==> src/design/aeps_pkg.sv <==
// ----------------------------------------------------------------------------
// aeps_pkg
// Shared types and constants for the active/expired priority scheduler.
// ----------------------------------------------------------------------------
package aeps_pkg;

    localparam logic [3:0] MAX_PRIORITY = 4'd10;

    typedef enum logic [1:0] {
        FN_PICK      = 2'd0,
        FN_SET_READY = 2'd1,
        FN_SET_PRIO  = 2'd2,
        FN_SET_ID    = 2'd3
    } t_func;

    typedef enum logic [1:0] {
        ST_OK        = 2'd0,
        ST_BAD_PRIO  = 2'd1,
        ST_NOT_FOUND = 2'd2
    } t_status;

    // Search token that walks down the row of cells, one cell per cycle.
    typedef struct packed {
        logic        valid;
        t_func       func;
        logic [15:0] task_id;
        logic [3:0]  new_prio;
        logic        prio_bad;
        logic        found;
        logic [3:0]  best_prio;
        logic        matched;
    } t_token;

    // Commands broadcast from the controller to every cell.
    typedef struct packed {
        logic        wr_valid;
        t_func       func;
        logic [5:0]  slot;
        logic [15:0] task_id;
        logic        ready_flag;
        logic        grant_valid;
        logic        active_sel;
    } t_cmd;

endpackage

==> src/design/aeps_cell.sv <==
// ----------------------------------------------------------------------------
// aeps_cell
// One task table entry plus one stage of the search token chain.
// ----------------------------------------------------------------------------
module aeps_cell
    import aeps_pkg::*;
#(
    parameter int IW  = 6,
    parameter int IDX = 0
) (
    input  logic          i_clk,
    input  logic          i_rst_n,
    input  t_cmd          i_cmd,
    input  logic [IW-1:0] i_grant_idx,
    input  t_token        i_tok,
    input  logic [IW-1:0] i_idx,
    output t_token        o_tok,
    output logic [IW-1:0] o_idx
);

    logic [15:0]   r_id, n_id;
    logic          r_ready, n_ready;
    logic [3:0]    r_prio, n_prio;
    logic          r_list, n_list;
    t_token        r_tok, n_tok;
    logic [IW-1:0] r_idx, n_idx;

    always_comb begin
        n_id    = r_id;
        n_ready = r_ready;
        n_prio  = r_prio;
        n_list  = r_list;
        n_tok   = i_tok;
        n_idx   = i_idx;

        if (i_cmd.wr_valid && int'(i_cmd.slot) == IDX) begin
            case (i_cmd.func)
                FN_SET_READY: n_ready = i_cmd.ready_flag;
                FN_SET_ID: begin
                    n_id = i_cmd.task_id;
                    if (i_cmd.task_id == 16'd0) begin
                        n_ready = 1'b0;
                    end
                end
                default: ;
            endcase
        end

        if (i_cmd.grant_valid && i_grant_idx == IW'(IDX)) begin
            n_ready = 1'b0;
            n_list  = ~i_cmd.active_sel;
        end

        if (i_tok.valid) begin
            case (i_tok.func)
                FN_PICK: begin
                    if (r_ready && r_list == i_cmd.active_sel &&
                        (!i_tok.found || r_prio < i_tok.best_prio)) begin
                        n_tok.found     = 1'b1;
                        n_tok.best_prio = r_prio;
                        n_idx           = IW'(IDX);
                    end
                end
                FN_SET_PRIO: begin
                    // Only the first matching entry along the row takes the priority.
                    if (!i_tok.prio_bad && !i_tok.matched && r_id == i_tok.task_id) begin
                        n_tok.matched = 1'b1;
                        n_prio        = i_tok.new_prio;
                    end
                end
                default: ;
            endcase
        end
    end

    always_ff @(posedge i_clk) begin
        if (!i_rst_n) begin
            r_id      <= '0;
            r_ready   <= 1'b0;
            r_prio    <= '0;
            r_list    <= 1'b0;
            r_tok.valid <= 1'b0;
        end else begin
            r_id      <= n_id;
            r_ready   <= n_ready;
            r_prio    <= n_prio;
            r_list    <= n_list;
            r_tok     <= n_tok;
        end
    end

    always_ff @(posedge i_clk) begin
        r_idx           <= n_idx;
    end

    assign o_tok = r_tok;
    assign o_idx = r_idx;

endmodule

==> config.mk <==
export PLATFORM = sky130hd
export DESIGN_NAME = aeps_cell
export DESIGN_NICKNAME = d
export VERILOG_FILES = /design/src/design/aeps_pkg.sv /design/src/design/aeps_cell.sv
export SDC_FILE = /design/constraint.sdc
export NUM_CORES = 1
export LEC_CHECK = 0
export BUFFER_PORTS_ARGS = -buffer_cell sky130_fd_sc_hd__buf_2
export CORE_MARGIN = 2
export CORE_UTILIZATION = 45
export CTS_CLUSTER_DIAMETER = 200
export DETAILED_ROUTE_END_ITERATION = 16
export PLACE_DENSITY = 0.89
export SETUP_SLACK_MARGIN = 0.1
export SLEW_MARGIN = 10
export SYNTH_ARGS = -nofsm -noshare
export SYNTH_HDL_FRONTEND = slang
export SYNTH_SLANG_ARGS = --single-unit
==> constraint.sdc <==
create_clock -name i_clk -period 6.15 [get_ports i_clk]
set_input_delay 1.845 -clock i_clk [delete_from_list [all_inputs] [get_ports i_clk]]
set_output_delay 1.845 -clock i_clk [all_outputs]
set_load 0.01 [all_outputs]
Word-level counts from Yosys, hierarchy flattened:

Cells that the tools add are included.

* $add $sub $neg: 0
* multiply operators: 0
* div/mod/pow operators: 0
* $lt $le $gt $ge: 1
* eq/ne operators: 6
* shift-type cells: 0
* mux-type cells: 10
* bitwise gates (word level): 2
* reductions and logical operators: 19

Operators with widths (number)
* 2-to-1 mux 6 bit: 4
* equality test 16 bit: 1
* zero test 16 bit: 1
* zero test 6 bit: 2
* 2-to-1 mux 5 bit: 2
* logical AND 1 bit: 6
* AND reduction 3 bit: 2
* equality test 2 bit, second input constant: 2
* < comparator 4 bit: 1
* zero test 1 bit: 3
* 2-to-1 mux 1 bit: 3
* equality test 2 x 1 -> 1 bit, second input constant: 1
* zero test 2 bit: 1
* != test 2 bit, second input constant: 1
* inverter 1 bit: 2
* case mux 1 bit (2 select lines): 1
* AND reduction 2 bit: 1
* nonzero test 2 bit: 1
* OR reduction 2 bit: 1
* equality test 1 bit: 1
* logical OR 1 bit: 1

* flip-flop bits (word level): 58
* bits in latches: 0
* bits in writable memories: 0
* ROM bits: 0
* bits of input ports: 72
* output and inout port bits: 36
* logic and storage cells: 51
* memories kept: 0

Longest topological paths before layout:

* depth in word-level cells: 6
* gate-level depth with buffers: 7
* mapped depth without buffers: 6

Worst setup path after synthesis:

No wires, ideal clock.

* path type: input-to-reg
* start point: input port i_tok[2] (netlist name)
* end point: register r_tok, in the netlist o_tok[1] (data pin)
* library setup time: 260 ps
* arrival time: 3040 ps
* slack: 2850 ps
* stages: 7
* path buffers: 1
* cell sequence: inv_1 ha_1 a21o_1 a21oi_1 o21a_1 buf_2 mux2_2

RTL lines
* from (decl): RTL line aeps_cell.sv:15 `input t_token i_tok,`
* to (signal assigned): RTL line aeps_cell.sv:88 `r_tok <= n_tok;`
* to (decl): RTL line aeps_cell.sv:25 `t_token r_tok, n_tok;`

Worst setup path after layout:

* start point: input port i_rst_n
* end point: register r_ready

* longest elaborated chain between the ends: 2

RTL lines
* from (decl): RTL line aeps_cell.sv:12 `input logic i_rst_n,`
* inverter 1 bit (no line)
* OR reduction 2 bit (no line)
* to (signal assigned): RTL line aeps_cell.sv:85 `r_ready <= n_ready;`
* to (decl): RTL line aeps_cell.sv:22 `logic r_ready, n_ready;`

No other way between the ends.
A chain may end at the register's enable or synchronous reset.

==> impl_summary.log <==
INFO  metric seqCellArea = 1450 sq um
INFO  metric post-route-util = 0.632
INFO  metric post_cts_resized = 0
INFO  metric yosysWarnings = 0
INFO  metric slowest_stage = clkinv_1
INFO  metric power_per_cell_area = 261 nW/um^2
INFO  metric layout-drive-gt1-share = 0.431
INFO  metric required_time_of_the_critical_path = roughly 6400 ps
INFO  metric vias_per_cell = 4.73
INFO  metric global_route.overflow_total = 0
INFO  metric reg2reg_depth = 5
INFO  metric reg2reg_to = o_tok[1]$_DFFE_PP_
INFO  metric multi_input_comb_area = 793 sq um
INFO  metric place_congestion = 0.811
INFO  metric floorplan.die.width = 75.4 um
INFO  metric chipHeight = roughly 75 um
INFO  metric first_global_vias = approximately 1,700
INFO  metric first_pass_iters = 4
INFO  metric groute.usage.overall = 0.180
INFO  metric portBuffers = 107
INFO  metric yosys_register_bits = 58
INFO  metric grt_pass1_wl = 7.32 mm
INFO  metric largest_net_degree_at_the_start_of_global_routing = 40
INFO  metric cts.reportedPaths.clkPinSlew = around 60 ps
INFO  metric cp_data_arrival_time = 3520 ps
INFO  metric number_of_distinct_standard_cells_referenced_by_the_synthesized_netlist = 32
INFO  metric max-cap-violations = 0
INFO  metric hold_start = r_prio[2]$_SDFFE_PN0P_
INFO  metric regToRegSetupSlack = 4270 ps
INFO  metric final.fill_count = 411
INFO  metric rsz0062_at_grt = false
INFO  metric clk_root_buffer_cell = clkbuf_8
INFO  metric initialDrtViolationCount = 68
INFO  metric synthToLayoutAreaGrowth = 32.9%
INFO  metric cts_tree = done
INFO  metric setup_repair_bufs_after_cts = 0
INFO  metric worst_slew_pin_slew = slightly below 800 ps
INFO  metric core_area = 4820 sq um
INFO  metric timing.rr.start = r_prio[1]$_SDFFE_PN0P_
INFO  metric worst_skew = 5.94 ps
INFO  metric floorplan.rows = 25
INFO  metric hold_buffers = 0
INFO  metric holdPathStages = 2
INFO  metric layout.cells.most_common_list = buf_2 (107), dfxtp_1 (29), edfxtp_1 (29)
INFO  metric launching_element_type_of_the_critical_path = input port
INFO  metric gate_count_post_synth = 177
INFO  metric ioPinCount = approximately 110
INFO  metric max-clock-path-buffers = 2
INFO  metric die_area = 5680 sq um
INFO  metric dp.final_hpwl = 3.84 mm
INFO  metric routed_wire_length_per_instance = 13.6 um
INFO  metric num_vias = 1,711
INFO  metric fin_crit = 3310 ps
INFO  metric num-nets-final = 365
INFO  metric p_leak = 1.43 nW
INFO  metric setup_viol = 0
INFO  metric number_of_levels_the_h_tree_was_split_into = 3
INFO  metric clock.fmax = 302 MHz
INFO  metric syn-mean-instance-area = ~13 sq um
INFO  metric cts_sinks = between 50 and 60
INFO  metric synth.net_count = 252
INFO  metric status = finished clean
INFO  metric max_slew_margin = 0.483
INFO  metric whs_endpoint = r_prio[2]$_SDFFE_PN0P_
INFO  metric synth.yosys.seq_area_share = 0.633
INFO  metric floorplan.initialDensity = 0.476
INFO  metric cp_cell_sequence = buf_2, clkinv_1, a221oi_1
INFO  metric worst_path_largest_cell_delay = 680 ps
INFO  metric cts_buffers = 9
INFO  metric drv_slew = 0
INFO  metric mostFrequentLayoutCell = buf_2
INFO  metric drt_wl_total = 4.91 mm
INFO  metric insertion_delay = approximately 320 ps
INFO  metric finalCritPeriodShare = 0.538
INFO  metric cp_max_fo = 39
INFO  metric vdd.ir_drop.worst = 155 uV
INFO  metric worst_setup_path_end_kind = register
INFO  metric setup.worst_path.class = in2reg
INFO  metric post_synthesis_instance_area = 2290 sq um
INFO  metric final-hold-violation-count = 0
INFO  metric post-route-drc-count = 0
INFO  metric worstHoldPathType = reg2reg
INFO  metric antenna_violating_nets_post_route = 0
INFO  metric insertedDiodeCount = 0
INFO  metric crit_path_start = i_rst_n
INFO  metric grt_antenna_before_repair = 0
INFO  metric setup_total_negative_slack = 0 ps
[cell families after synthesis]
| family | Yosys count | synth area share |
|---|---|---|
| fa+ha+maj | 3 | 0.0164 |
| simple gates | 56 | 0.131 |
| flops | 58 | 0.633 |
| xor+xnor | 17 | 0.0650 |
| mux | 24 | 0.107 |
| buf+inv | 10 | 0.0207 |
| compound gates | 9 | 0.0267 |
[per-layer routing]
layer / up-vias / global-route usage / routed length [um]
li1: 863 / - / -
met1: 785 / 0.188 / 1980
met2: 56 / 0.325 / 2560
met3: 7 / 0.0463 / 289
met4: 0 / 0.101 / 83
met5: - / 0 / 0
[sequential cells by signal (all words and copies together) (netlist names)]
register / cells
r_ready: 1
o_tok: 30
r_prio: 4
r_id: 16
r_list: 1
o_idx: 6
[layout make-up]
type                            count  share of cell area
Multi-Input combinational cell    109               0.260
Clock buffer                       13              0.0489
Timing Repair Buffer              107               0.176
Inverter                            5             0.00616
Sequential cell                    58               0.476
Clock inverter                      3             0.00493
Tap cell                           67              0.0275
[how the worst max path moves through the flow]
stage,cells past startpoint,endpoint,slack (ps)
after floorplan,7,o_tok[1]$_DFFE_PP_,2850
after CTS,3,r_ready$_SDFFE_PP0P_,2800
after global routing,3,r_ready$_SDFFE_PP0P_,2630
after detailed placement,3,r_ready$_SDFFE_PP0P_,2470
final,3,r_ready$_SDFFE_PP0P_,2840
after global placement,3,r_ready$_SDFFE_PP0P_,2570
[worst max-delay path: cells and delay by family]
kind	cells	cell delay [ps]
compound gates	1	390
buf+inv	2	1270
[cell usage after synthesis, drive strengths merged]
library cell | instances | area, sq um
dfxtp | 29 | 581
edfxtp | 29 | 871
mux2i | 20 | 200
nor2 | 18 | 67.6
xnor2 | 13 | 114
nand2 | 10 | 37.5
nor2b | 7 | 43.8
nor4 | 7 | 58.8
nand4 | 5 | 31.3
inv | 4 | 15.0
mux2 | 4 | 45.0
xor2 | 4 | 35.0
a21oi | 3 | 15.0
buf | 3 | 21.3
ha | 3 | 37.5
clkbuf | 2 | 7.51
nand2b | 2 | 12.5
or2 | 2 | 12.5
a21o | 1 | 7.51
a221oi | 1 | 8.76
a311oi | 1 | 8.76
a41oi | 1 | 8.76
and2 | 1 | 6.26
clkinv | 1 | 3.75
nand3b | 1 | 7.51
nand4b | 1 | 8.76
nor3 | 1 | 5.00
nor4b | 1 | 8.76
o21a | 1 | 7.51
o21ai | 1 | 5.00
[power by group]
part           switching [W]  internal, W
combinational      0.0000396    0.0000364
sequential        0.00000399     0.000426
clock               0.000134     0.000155
total               0.000177     0.000617
[stage by stage]
step	power [W]	hold slack, ps	setup slack [ps]	std cells	area [sq um]
6_report	0.000794	483	2840	362	3050
5_1_grt	0.000822	529	2630	362	3050
4_1_cts	0.000802	485	2800	362	3050
3_5_place_dp	0.000515	477	2470	346	2880
3_3_place_gp	0.000513	458	2570	346	2880
2_1_floorplan	0.000464	439	2850	177	2290
(Power assumes the default switching activity.)
